<file path="src/rtl/dbd_pkg.sv">
// package for the detection box decoder
// holds transaction structs, controller states, command struct, register indexes and helpers
// no dependencies
package dbd_pkg;

	localparam int CFG_IDX_W  = 3;
	localparam int CFG_DATA_W = 15;

	localparam logic [CFG_IDX_W-1:0] REG_SCORE_MIN   = 3'd0;
	localparam logic [CFG_IDX_W-1:0] REG_GRID_STEP   = 3'd1;
	localparam logic [CFG_IDX_W-1:0] REG_ANCHOR_BASE = 3'd2;

	localparam logic [12:0] RST_SCORE_MIN = 13'd1024;
	localparam logic [12:0] RST_GRID_STEP = 13'd128;
	localparam logic [14:0] RST_ANCHOR    = 15'd4096;

	localparam logic [14:0] SIZE_MAX = 15'h7fff;
	localparam logic signed [17:0] Q_ONE_EDGE = 18'sd4096;
	localparam logic [12:0] Q_ONE = 13'd4096;

	typedef struct packed {
		logic signed [15:0] raw_w;
		logic signed [15:0] raw_h;
		logic signed [15:0] raw_cx;
		logic signed [15:0] raw_cy;
		logic signed [15:0] objectness;
		logic signed [15:0] class_score;
		logic [7:0]         cell_col;
		logic [7:0]         cell_row;
		logic [1:0]         anchor_index;
		logic               last_class;
	} in_item_t;

	typedef struct packed {
		logic        kept;
		logic [14:0] probability;
		logic [6:0]  label;
		logic [12:0] center_x;
		logic [12:0] center_y;
		logic [12:0] width;
		logic [12:0] height;
	} out_item_t;

	typedef struct packed {
		logic [12:0] score_min;
		logic [12:0] grid_step;
		logic [14:0] anchor_w;
		logic [14:0] anchor_h;
	} cfg_view_t;

	typedef enum logic [2:0] {
		ST_ACCUM,
		ST_SQUARE,
		ST_SCALE,
		ST_BOUNDS,
		ST_FINISH
	} dbd_state_t;

	typedef struct packed {
		logic sample;
		logic accum;
		logic square;
		logic scale;
		logic bounds;
		logic load_out;
	} dbd_cmd_t;

	function automatic logic signed [15:0] sat16(input logic signed [21:0] v);
		logic signed [15:0] r;
		if (v > 22'sd32767) begin
			r = 16'sh7fff;
		end else if (v < -22'sd32768) begin
			r = 16'sh8000;
		end else begin
			r = v[15:0];
		end
		return r;
	endfunction

endpackage

</file>
<file path="src/rtl/dbd_cfg.sv">
// configuration registers of the detection box decoder and anchor selection
// depends on dbd_pkg
module dbd_cfg #(
	parameter int ANCHOR_COUNT = 3
) (
	input  logic                         clk,
	input  logic                         arst_n,
	input  logic                         wr_en,
	input  logic [dbd_pkg::CFG_IDX_W-1:0]  wr_index,
	input  logic [dbd_pkg::CFG_DATA_W-1:0] wr_data,
	input  logic [1:0]                   anchor_sel,
	output dbd_pkg::cfg_view_t           cfg
);
	import dbd_pkg::*;

	logic [12:0] score_min_q;
	logic [12:0] grid_step_q;
	logic [14:0] anchor_w_q [ANCHOR_COUNT];
	logic [14:0] anchor_h_q [ANCHOR_COUNT];
	logic [CFG_IDX_W-1:0] k;
	logic [1:0] sel;

	assign k = wr_index - REG_ANCHOR_BASE;

	always_ff @(posedge clk or negedge arst_n) begin
		if (!arst_n) begin
			score_min_q <= RST_SCORE_MIN;
			grid_step_q <= RST_GRID_STEP;
			for (int i = 0; i < ANCHOR_COUNT; i++) begin
				anchor_w_q[i] <= RST_ANCHOR;
				anchor_h_q[i] <= RST_ANCHOR;
			end
		end else if (wr_en) begin
			if (wr_index == REG_SCORE_MIN) begin
				score_min_q <= wr_data[12:0];
			end
			if (wr_index == REG_GRID_STEP) begin
				grid_step_q <= wr_data[12:0];
			end
			for (int i = 0; i < ANCHOR_COUNT; i++) begin
				if (wr_index >= REG_ANCHOR_BASE && k[2:1] == 2'(i)) begin
					if (k[0]) begin
						anchor_h_q[i] <= wr_data;
					end else begin
						anchor_w_q[i] <= wr_data;
					end
				end
			end
		end
	end

	// out of range anchor uses the last one
	assign sel = (anchor_sel >= 2'(ANCHOR_COUNT)) ? 2'(ANCHOR_COUNT - 1) : anchor_sel;

	always_comb begin
		cfg.score_min = score_min_q;
		cfg.grid_step = grid_step_q;
		cfg.anchor_w  = anchor_w_q[0];
		cfg.anchor_h  = anchor_h_q[0];
		for (int i = 0; i < ANCHOR_COUNT; i++) begin
			if (sel == 2'(i)) begin
				cfg.anchor_w = anchor_w_q[i];
				cfg.anchor_h = anchor_h_q[i];
			end
		end
	end

endmodule

</file>
<file path="src/rtl/dbd_ctrl.sv">
// controller of the detection box decoder: class accumulation and box decode sequencing
// depends on dbd_pkg
module dbd_ctrl (
	input  logic               clk,
	input  logic               arst_n,
	input  logic               in_valid,
	input  logic               in_last,
	output logic               in_stall,
	output logic               out_valid,
	input  logic               out_stall,
	output dbd_pkg::dbd_cmd_t  cmd
);
	import dbd_pkg::*;

	dbd_state_t state_q, state_d;
	logic run_open_q;
	logic out_valid_q;
	logic accept;
	logic out_free;

	assign accept   = in_valid && (state_q == ST_ACCUM);
	assign out_free = !out_valid_q || !out_stall;

	always_comb begin
		state_d = state_q;
		case (state_q)
			ST_ACCUM: begin
				if (accept && in_last) begin
					state_d = ST_SQUARE;
				end
			end
			ST_SQUARE: state_d = ST_SCALE;
			ST_SCALE:  state_d = ST_BOUNDS;
			ST_BOUNDS: state_d = ST_FINISH;
			ST_FINISH: begin
				if (out_free) begin
					state_d = ST_ACCUM;
				end
			end
			default: state_d = ST_ACCUM;
		endcase
	end

	always_comb begin
		in_stall     = (state_q != ST_ACCUM);
		cmd.sample   = accept && !run_open_q;
		cmd.accum    = accept;
		cmd.square   = (state_q == ST_SQUARE);
		cmd.scale    = (state_q == ST_SCALE);
		cmd.bounds   = (state_q == ST_BOUNDS);
		cmd.load_out = (state_q == ST_FINISH) && out_free;
	end

	always_ff @(posedge clk or negedge arst_n) begin
		if (!arst_n) begin
			state_q     <= ST_ACCUM;
			run_open_q  <= 1'b0;
			out_valid_q <= 1'b0;
		end else begin
			state_q <= state_d;
			if (accept) begin
				run_open_q <= !in_last;
			end
			if (cmd.load_out) begin
				out_valid_q <= 1'b1;
			end else if (!out_stall) begin
				out_valid_q <= 1'b0;
			end
		end
	end

	assign out_valid = out_valid_q;

endmodule

</file>
<file path="src/rtl/dbd_dp.sv">
// datapath of the detection box decoder: best class tracking, box decode stages, result register
// depends on dbd_pkg
module dbd_dp #(
	parameter int MAX_CLASSES = 128
) (
	input  logic               clk,
	input  logic               arst_n,
	input  dbd_pkg::dbd_cmd_t  cmd,
	input  dbd_pkg::in_item_t  in_data,
	input  dbd_pkg::cfg_view_t cfg,
	output logic [1:0]         anchor_sel,
	output dbd_pkg::out_item_t out_data
);
	import dbd_pkg::*;

	localparam int CW = (MAX_CLASSES > 1) ? $clog2(MAX_CLASSES) : 1;
	localparam logic [CW-1:0] CNT_LAST = CW'(MAX_CLASSES - 1);

	logic signed [15:0] raw_w_q, raw_h_q, raw_cx_q, raw_cy_q, obj_q;
	logic [7:0] col_q, row_q;
	logic [1:0] anchor_q;

	logic signed [15:0] best_score_q;
	logic [CW-1:0]      best_class_q;
	logic               have_best_q;
	logic [CW-1:0]      class_cnt_q;

	logic signed [16:0] th17, sc17, best17, obj17;
	logic               better;

	logic signed [31:0] sq_w_full, sq_h_full;
	logic [30:0]        sq_w_s1, sq_h_s1;
	logic [20:0]        off_x_s1, off_y_s1;

	logic [45:0]        prod_w, prod_h;
	logic signed [21:0] sum_x, sum_y;
	logic [14:0]        w_s2, h_s2;
	logic signed [15:0] cx_s2, cy_s2;

	logic signed [17:0] left_c, top_c;
	logic signed [17:0] left_s3, right_s3, top_s3, bot_s3;

	logic        off_box, keep;
	logic [12:0] cl, cr, ct, cb;
	logic [13:0] sum_lr, sum_tb;
	out_item_t   out_q;

	// best class above threshold, strictly greater replaces
	assign th17   = $signed({4'b0, cfg.score_min});
	assign sc17   = {in_data.class_score[15], in_data.class_score};
	assign best17 = {best_score_q[15], best_score_q};
	assign obj17  = {obj_q[15], obj_q};
	assign better = (sc17 > th17) && (!have_best_q || sc17 > best17);

	always_ff @(posedge clk or negedge arst_n) begin
		if (!arst_n) begin
			best_score_q <= '0;
			best_class_q <= '0;
			have_best_q  <= 1'b0;
			class_cnt_q  <= '0;
		end else if (cmd.load_out) begin
			best_score_q <= '0;
			best_class_q <= '0;
			have_best_q  <= 1'b0;
			class_cnt_q  <= '0;
		end else if (cmd.accum) begin
			if (better) begin
				best_score_q <= in_data.class_score;
				best_class_q <= class_cnt_q;
				have_best_q  <= 1'b1;
			end
			if (class_cnt_q != CNT_LAST) begin
				class_cnt_q <= class_cnt_q + 1'b1;
			end
		end
	end

	always_ff @(posedge clk) begin
		if (cmd.sample) begin
			raw_w_q  <= in_data.raw_w;
			raw_h_q  <= in_data.raw_h;
			raw_cx_q <= in_data.raw_cx;
			raw_cy_q <= in_data.raw_cy;
			obj_q    <= in_data.objectness;
			col_q    <= in_data.cell_col;
			row_q    <= in_data.cell_row;
			anchor_q <= in_data.anchor_index;
		end
	end

	assign anchor_sel = anchor_q;

	// square of raw size and cell offset
	assign sq_w_full = 32'(raw_w_q) * 32'(raw_w_q);
	assign sq_h_full = 32'(raw_h_q) * 32'(raw_h_q);

	always_ff @(posedge clk) begin
		if (cmd.square) begin
			sq_w_s1  <= sq_w_full[30:0];
			sq_h_s1  <= sq_h_full[30:0];
			off_x_s1 <= 21'(col_q) * 21'(cfg.grid_step);
			off_y_s1 <= 21'(row_q) * 21'(cfg.grid_step);
		end
	end

	// anchor scaling and centre
	assign prod_w = 46'(sq_w_s1) * 46'(cfg.anchor_w);
	assign prod_h = 46'(sq_h_s1) * 46'(cfg.anchor_h);
	assign sum_x  = {{6{raw_cx_q[15]}}, raw_cx_q} + $signed({1'b0, off_x_s1});
	assign sum_y  = {{6{raw_cy_q[15]}}, raw_cy_q} + $signed({1'b0, off_y_s1});

	always_ff @(posedge clk) begin
		if (cmd.scale) begin
			w_s2  <= (|prod_w[45:39]) ? SIZE_MAX : prod_w[38:24];
			h_s2  <= (|prod_h[45:39]) ? SIZE_MAX : prod_h[38:24];
			cx_s2 <= sat16(sum_x);
			cy_s2 <= sat16(sum_y);
		end
	end

	// box edges
	assign left_c = {{2{cx_s2[15]}}, cx_s2} - $signed({4'b0, w_s2[14:1]});
	assign top_c  = {{2{cy_s2[15]}}, cy_s2} - $signed({4'b0, h_s2[14:1]});

	always_ff @(posedge clk) begin
		if (cmd.bounds) begin
			left_s3  <= left_c;
			right_s3 <= left_c + $signed({3'b0, w_s2});
			top_s3   <= top_c;
			bot_s3   <= top_c + $signed({3'b0, h_s2});
		end
	end

	// cull and clip to the unit square
	always_comb begin
		off_box = (left_s3 >= Q_ONE_EDGE) || (right_s3 <= 18'sd0) ||
			(top_s3 >= Q_ONE_EDGE) || (bot_s3 <= 18'sd0);
		keep = (obj17 >= th17) && have_best_q && !off_box;
		cl = (left_s3 < 18'sd0) ? 13'd0 : left_s3[12:0];
		cr = (right_s3 > Q_ONE_EDGE) ? Q_ONE : right_s3[12:0];
		ct = (top_s3 < 18'sd0) ? 13'd0 : top_s3[12:0];
		cb = (bot_s3 > Q_ONE_EDGE) ? Q_ONE : bot_s3[12:0];
		sum_lr = 14'(cl) + 14'(cr);
		sum_tb = 14'(ct) + 14'(cb);
	end

	always_ff @(posedge clk) begin
		if (cmd.load_out) begin
			if (keep) begin
				out_q.kept        <= 1'b1;
				out_q.probability <= best_score_q[14:0];
				out_q.label       <= 7'(best_class_q);
				out_q.center_x    <= sum_lr[13:1];
				out_q.center_y    <= sum_tb[13:1];
				out_q.width       <= cr - cl;
				out_q.height      <= cb - ct;
			end else begin
				out_q <= '0;
			end
		end
	end

	assign out_data = out_q;

endmodule

</file>
<file path="src/rtl/detection_box_decode_top.sv">
// Detection box decoder. A prediction arrives as a run of transactions, one per class score,
// the last one flagged by last_class; box fields, objectness, cell and anchor are taken from
// the first transaction of the run. Class transactions are accepted one per cycle. After the
// last one the input stalls while the shared box datapath squares the raw size, scales it
// by the anchor and adds the cell offset, forms the edges, then culls and clips the box
// into the result register. One result per run is held in the output register until
// taken; the next run may start while it waits, and its decode holds in the last step
// only if the previous result is still there. Configuration registers are written
// through cfg_wr_en / cfg_index / cfg_wr_data.
// depends on dbd_pkg, dbd_cfg, dbd_ctrl, dbd_dp
module detection_box_decode_top #(
	parameter int MAX_CLASSES  = 128,
	parameter int ANCHOR_COUNT = 3
) (
	input  logic                           clk,
	input  logic                           arst_n,
	input  logic                           cfg_wr_en,
	input  logic [dbd_pkg::CFG_IDX_W-1:0]  cfg_index,
	input  logic [dbd_pkg::CFG_DATA_W-1:0] cfg_wr_data,
	input  logic                           in_valid,
	output logic                           in_stall,
	input  dbd_pkg::in_item_t              in_data,
	output logic                           out_valid,
	input  logic                           out_stall,
	output dbd_pkg::out_item_t             out_data
);
	import dbd_pkg::*;

	cfg_view_t  cfg;
	dbd_cmd_t   cmd;
	logic [1:0] anchor_sel;

	dbd_cfg #(
		.ANCHOR_COUNT(ANCHOR_COUNT)
	) u_cfg (
		.clk       (clk),
		.arst_n    (arst_n),
		.wr_en     (cfg_wr_en),
		.wr_index  (cfg_index),
		.wr_data   (cfg_wr_data),
		.anchor_sel(anchor_sel),
		.cfg       (cfg)
	);

	dbd_ctrl u_ctrl (
		.clk      (clk),
		.arst_n   (arst_n),
		.in_valid (in_valid),
		.in_last  (in_data.last_class),
		.in_stall (in_stall),
		.out_valid(out_valid),
		.out_stall(out_stall),
		.cmd      (cmd)
	);

	dbd_dp #(
		.MAX_CLASSES(MAX_CLASSES)
	) u_dp (
		.clk       (clk),
		.arst_n    (arst_n),
		.cmd       (cmd),
		.in_data   (in_data),
		.cfg       (cfg),
		.anchor_sel(anchor_sel),
		.out_data  (out_data)
	);

endmodule

</file>
<file path="config.mk">
export PLATFORM = sky130hd
export DESIGN_NAME = detection_box_decode_top
export DESIGN_NICKNAME = d
export VERILOG_FILES = /design/src/rtl/dbd_pkg.sv /design/src/rtl/dbd_cfg.sv /design/src/rtl/dbd_ctrl.sv /design/src/rtl/dbd_dp.sv /design/src/rtl/detection_box_decode_top.sv
export SDC_FILE = /design/constraint.sdc
export NUM_CORES = 2
export LEC_CHECK = 0
export ABC_AREA = 1
export BUFFER_PORTS_ARGS = -buffer_cell sky130_fd_sc_hd__buf_2
export CAP_MARGIN = 20
export CORE_ASPECT_RATIO = 1.2
export CORE_MARGIN = 5
export CORE_UTILIZATION = 40
export CTS_CLUSTER_SIZE = 25
export DETAILED_ROUTE_END_ITERATION = 10
export PLACE_DENSITY = 0.67
export SETUP_SLACK_MARGIN = 0.1
export SLEW_MARGIN = 20
export SYNTH_ARGS = -nofsm -noshare
export SYNTH_HDL_FRONTEND = slang
export SYNTH_SLANG_ARGS = --single-unit
</file>
<file path="constraint.sdc">
create_clock -name clk -period 6.9 [get_ports clk]
set_clock_uncertainty 0.05 [all_clocks]
set_input_delay 1.38 -clock clk [delete_from_list [all_inputs] [get_ports clk]]
set_output_delay 1.38 -clock clk [all_outputs]
set_load 0.03 [all_outputs]
</file>
== Word-level counts from Yosys, hierarchy flattened ==
Cells that the tools add are included.
Widths: inputs -> output; s select.
Cells by class
  bitwise logic cells: 1
  equal/unequal tests: 13
  multiply operators: 6
  reduce and logical (&&, ||, !) cells: 41
  $add $sub $neg: 12
  order comparisons: 17
  multiplexer cells: 27
Operators with widths (number)
  $mul 31x15->46: 2
  $mux 16: 5
  $mux 75: 1
  $mul 16x16->31: 2
  $mux 30: 2
  $mux 13: 4
  $add 22x21->22: 2
  $gt 22x16->1 const B: 2
  $lt 22x16->1 const B: 2
  $mul 8x13->21: 2
  $mux 7: 6
  $add 18x16->18: 2
  $ge 18x14->1 const B: 2
  $gt 18x14->1 const B: 2
  $le 18x1->1 const B: 2
  $lt 18x1->1 const B: 2
  $sub 16x15->17: 2
  $add 13x13->14: 2
  $sub 13x13->13: 2
  $reduce_and 3->1: 6
  $ge 16x14->1: 1
  $gt 16x14->1: 1
  $gt 16x16->1: 1
  $pmux 3 s5: 1
  other kinds (25): 61
Storage, ports and cells
  input port bits: 138
  word-level logic and storage cells: 159
  flip-flop bits (word level): 563
  output and inout bits: 77

== Logic depth before layout (Yosys ltp) ==
  depth in word-level cells: 7
  gate-level depth with buffers: 35
  gate-level depth less buffers: 33

== Modules after synthesis ==
Synthesis repeated with hierarchy kept, for this count alone.
Second synthesis, totals
  cell total of the unflattened synthesis: 10572
  area total of the unflattened synthesis: 84756.3 µm²
By module, submodules not included
  dbd_dp: area an instance 79019.5 µm², times used 1, cells an instance 9785, seq. area each 12997.5 µm²
  dbd_cfg: area an instance 5460.2 µm², times used 1, cells an instance 752, seq. area each 2912.8 µm²
  dbd_ctrl: area an instance 276.5 µm², times used 1, cells an instance 35, seq. area each 125.1 µm²

== Worst setup path after synthesis ==
OpenSTA, ideal clock, no wires.
  path type: flip-flop to flip-flop
  start: reg u_dp.anchor_q[0], in the netlist u_dp.anchor_sel[0]
  end: reg u_dp.h_s2[0], data pin
  setup slack: 0.258 ns
  library setup time: 0.260 ns
  buffers on the path: 4
  arrival: 6.332 ns
  cell stages (with the launch flop): 31
  period minus slack after synthesis: 6.642 ns
  data required time: 6.590 ns
  cells stage by stage: edfxtp_1 > buf_2 > buf_1 > a21oi_1 > o21ai_0 > o21ai_1 > clkbuf_1 > nor2_1 > fa_1 > inv_1 > fa_1 > inv_1 > fa_1 > fa_1 > fa_1 > inv_1 > fa_1 > inv_1 > ha_1 > nand2_1 > nor2_1 > inv_1 > nor3_1 > nand3_1 > nand3_1 > nand2_1 > nand2_1 > nand3_2 > nor2_4 > buf_6 > nand3_2
On the way
  word-level cells in the longest chain between the ends: 7
  elaborated cells on any way between the ends: 8
  classes of those cells: mul: 1; order compare: 1; eq/ne: 2; mux: 3; reduce/logical: 1
RTL lines
  start, declared: RTL line dbd_dp.sv:21  | logic [1:0] anchor_q;
  start signal, assigned: RTL line dbd_dp.sv:87  | anchor_q <= in_data.anchor_index;
  $ge 2x2->1: RTL line dbd_cfg.sv:53  | assign sel = (anchor_sel >= 2'(ANCHOR_COUNT)) ? 2'(ANCHOR_COUNT - 1) : anchor_sel;
  $mux 2 *: RTL line dbd_cfg.sv:53
  $eq 2x1->1: RTL line dbd_cfg.sv:61  | if (sel == 2'(i)) begin
  $mux 30: RTL line dbd_cfg.sv:61
  $mux 30 *: RTL line dbd_cfg.sv:61
  $mul 31x15->46 *: RTL line dbd_dp.sv:108  | assign prod_h = 46'(sq_h_s1) * 46'(cfg.anchor_h);
  $reduce_or 7->1: RTL line dbd_dp.sv:115  | h_s2 <= (|prod_h[45:39]) ? SIZE_MAX : prod_h[38:24];
  end signal, assigned: RTL line dbd_dp.sv:115
  end, declared: RTL line dbd_dp.sv:37  | logic [14:0] w_s2, h_s2;
Mark *: on every way between the ends. The rest lies on a longest branch, timed or not.
A chain may end at the register's enable or synchronous reset.

== Worst setup path after layout ==
  start: reg u_dp.anchor_q[0], in the netlist u_dp.anchor_sel[0]
  end: reg u_dp.w_s2[14], data pin
On the way
  word-level cells in the longest chain between the ends: 7
  elaborated cells on any way between the ends: 8
  classes of those cells: mul: 1; order compare: 1; eq/ne: 2; mux: 3; reduce/logical: 1
RTL lines
  $ge 2x2->1: RTL line dbd_cfg.sv:53
  $mux 2 *: RTL line dbd_cfg.sv:53
  $eq 2x1->1: RTL line dbd_cfg.sv:61
  $mux 30: RTL line dbd_cfg.sv:61
  $mux 30 *: RTL line dbd_cfg.sv:61
  $mul 31x15->46 *: RTL line dbd_dp.sv:107  | assign prod_w = 46'(sq_w_s1) * 46'(cfg.anchor_w);
  $reduce_or 7->1: RTL line dbd_dp.sv:114  | w_s2 <= (|prod_w[45:39]) ? SIZE_MAX : prod_w[38:24];
  end signal, assigned: RTL line dbd_dp.sv:114
  end, declared: RTL line dbd_dp.sv:37
Marked as above.

==> summary.md <==
| Metric | Value |
|---|---|
| Run status | `completed` |
| Fillers | `19,900` |
| Max Clk Rate | `145 MHz` |
| Share of the yosys chip area belonging to registers | `0.196` |
| Post-detailed-routing wire length | `225,000 µm` |
| Unrepaired setup endpoints after global routing | `yes` |
| Post-CTS Hold Buffers | `0` |
| Commonest non-fill, non-tap cells in the layout | `inv_1 (2,340), nand2_1 (2,039), fa_1 (1,340)` |
| Crit-path max FO | `24` |
| Area Growth Syn to Fin | `11.2%` |
| Core area | `204,000 µm²` |
| CTS root buffer | `clkbuf_16` |
| Most common cell after layout, fill and taps aside | `inv_1` |
| Die W | `423 µm` |
| Port-buffer cells | `214` |
| Post-DR wirelength/cell | `17.5 µm` |
| Clk slew on worst S/H paths | `0.06 ns` |
| Placed cell area | `87,700 µm²` |
| Critical Path RT | `7.31 ns` |
| Setup TNS | `0 ns` |
| Worst slew pin tran | `1.10 ns` |
| Primary FF master, synth | `edfxtp_1` |
| Ys Warns | `0` |
| Final Cell Area | `91,200 µm²` |
| Share of cells above drive strength 1 | `0.0814` |
| Post-Syn Area | `81,900 µm²` |
| Unique masters post-synth | `58` |
| Placer Congestion | `0.960` |
| Dpl cells | `12,700` |
| Gate Count Post-Synth | `9,797` |
| DP Wirelength | `186,000 µm` |
| Layout Nets | `12,300` |
| Flops & latches, synth | `559` |
| DRT iter0 DRCs | `3,877` |
| First-pass DRT Iterations | `8` |
| DRC viols | `0` |
| Syn avg cell area | `8.36 µm²` |
| Vias in the first global route | `69,500` |
| Minimum clock period | `6.89 ns` |
| Number of synthesized flops with an enable pin | `407` |
| I/O pin cnt | `215` |
| CTS tree | `built` |
| Clock latency on the worst-skew pair | `0.72 ns` |
| Die H | `506 µm` |
| Min-delay worst type | `reg -> reg` |
| GRT Util Overall | `0.210` |
| Worst Path Arrival | `7.30 ns` |
| R2R Setup Slk | `0.01 ns` |
| CTS H-tree lvls | `3` |
| Vias | `64,300` |
| GR Overflow Total | `0` |
| Setup violations, final | `0` |
| CTS Buffer Depth | `3` |
| Final hold vios | `0` |
| Initial Util | `0.401` |
| Pins Over Slew Limit | `0` |
| Max-Cap Viols | `0` |
| FFs w/ async S/R, synth | `0.272` |
| Largest net degree at the start of global routing | `86` |
| CTS Buf Count | `71` |
| Sink Count | `559` |
| First-pass GRT wire length | `362,000 µm` |
| Slew margin rel. | `0.269` |
| Final Cycle Share | `0.999` |
| Initial antenna violation count | `13` |
| Full die area | `214,000 µm²` |
| Routed vias/inst | `5.01` |
| Crit. End Element | `flop` |
| Num rows | `182` |
| Startpoint class of the critical path | `flop` |
| Kind of critical path | `reg -> reg` |
| Finished Layout Cells | `12,800` |
| Final ANT Viol Nets | `0` |
==> sequential cells by signal, summed over array words and instances, names as in the netlist, 17 cells and up <==
name / count
u_cfg.anchor_w_q: 45
u_dp.right_s3: 18
u_cfg.anchor_h_q: 45
u_dp.sq_h_s1: 30
u_dp.off_y_s1: 21
u_dp.out_data: 75
u_dp.left_s3: 17
u_dp.bot_s3: 18
u_dp.top_s3: 17
u_dp.sq_w_s1: 30
u_dp.off_x_s1: 21
==> cell families after synthesis <==
kind of cell | after synthesis | share of synthesized area
adders and majority gates | 2008 | 0.430
buffers and inverters | 2660 | 0.123
AOI/OAI and AO/OA | 834 | 0.0552
DFF | 559 | 0.196
and+or+nand+nor | 3484 | 0.170
other | 2 | 0.0000916
xor gates and xnor gates | 250 | 0.0270
==> cells in the mapped netlist (all sizes together) (2+ instances only) <==
cell,count,area share
a21o,23,0.0021
a31o,3,0.00032
a31oi,21,0.0016
nand3,241,0.015
edfxtp,407,0.15
o31ai,4,0.00037
a21boi,12,0.0011
nand3b,10,0.00092
a211oi,5,0.00046
clkbuf,206,0.0094
dfstp,8,0.0026
conb,2,0.000092
and2,4,0.00031
nand4,62,0.0047
nor3,64,0.0040
o2111ai,4,0.00043
a21oi,384,0.023
and3,4,0.00031
o21bai,41,0.0039
xor2,174,0.019
fa,1345,0.33
o21a,6,0.00055
inv,2359,0.11
nor2,997,0.046
nand2,2071,0.095
xnor2,76,0.0082
nor4,18,0.0015
ha,663,0.10
o211ai,10,0.00092
clkinv,43,0.0020
or2,11,0.00084
buf,52,0.0031
o21ai,315,0.019
dfrtp,144,0.044
==> area by class of cell <==
cell class | instances | area [µm²] | area share
multi-input cells | 6596 | 56700 | 0.622
flip-flops and latches | 559 | 16000 | 0.176
inverters | 2402 | 9040 | 0.0992
repair buffers | 479 | 3600 | 0.0395
well taps | 2668 | 3340 | 0.0366
clock buffers | 88 | 1930 | 0.0212
clock inverters | 42 | 546 | 0.00598
diodes | 5 | 12.5 | 0.000137
==> worst max-delay path, stage by stage (launching register included) <==
cell	delay, ns
edfxtp_1	0.43
buf_4	0.17
clkbuf_16	0.18
a21oi_1	0.14
o21ai_1	0.12
o21ai_4	0.20
buf_6	0.21
buf_4	0.11
nor2_1	0.04
fa_1	0.49
inv_1	0.06
fa_1	0.48
inv_1	0.05
fa_1	0.50
inv_1	0.06
fa_1	0.53
inv_1	0.05
fa_1	0.50
fa_1	0.45
ha_1	0.36
nand2_2	0.09
nor4_1	0.61
nand4_1	0.36
nand4_1	0.20
nand2_1	0.10
inv_1	0.06
nand3_1	0.07
==> per-stage QoR <==
| step | setup WS (ns) | hold slack [ns] | util |
|---|---|---|---|
| global placement | -0.0729 | 0.415 | 0.429 |
| global route | -0.219 | 0.456 | 0.446 |
| detailed placement | -0.123 | 0.423 | 0.429 |
| finish | 0.00965 | 0.436 | 0.446 |
| floorplan | 0.258 | 0.374 | - |
| CTS | 0.101 | 0.437 | 0.441 |
==> routing by layer <==
metal	track usage	up-vias	part of all wire	wire (µm)
met5	0	-	0.00018	40
met4	0.100	8	0.054	12200
met3	0.0279	547	0.056	12500
met2	0.375	2045	0.50	113000
met1	0.249	31700	0.39	87000
li1	-	30000	-	-
==> worst paths after layout <==
path / startpoint / cells past startpoint / endpoint
max: u_dp.anchor_sel[0]$_DFFE_PP_ / 26 / u_dp.w_s2[14]$_SDFFCE_PP1N_
min: u_cfg.anchor_w_q[43]$_DFFE_PN0P_ / 2 / u_cfg.anchor_w_q[43]$_DFFE_PN0P_
max reg2reg: u_dp.anchor_sel[0]$_DFFE_PP_ / 26 / u_dp.w_s2[14]$_SDFFCE_PP1N_
min reg2reg: u_cfg.anchor_w_q[43]$_DFFE_PN0P_ / 2 / u_cfg.anchor_w_q[43]$_DFFE_PN0P_
max in group asynchronous: arst_n / 2 / u_cfg.anchor_w_q[21]$_DFFE_PN0P_
min in group asynchronous: arst_n / 1 / u_dp.best_score_q[11]$_DFFE_PN0P_
==> timing repair <==
item	CTS	global route
cloned	1	8
setup buffers	0	14
setup endpoints to repair	30	31
resized for setup	21	160
pin swaps	0	6
Power is not shown: default switching activity piles up to over one toggle a cycle in this logic, so the estimate is an artifact.
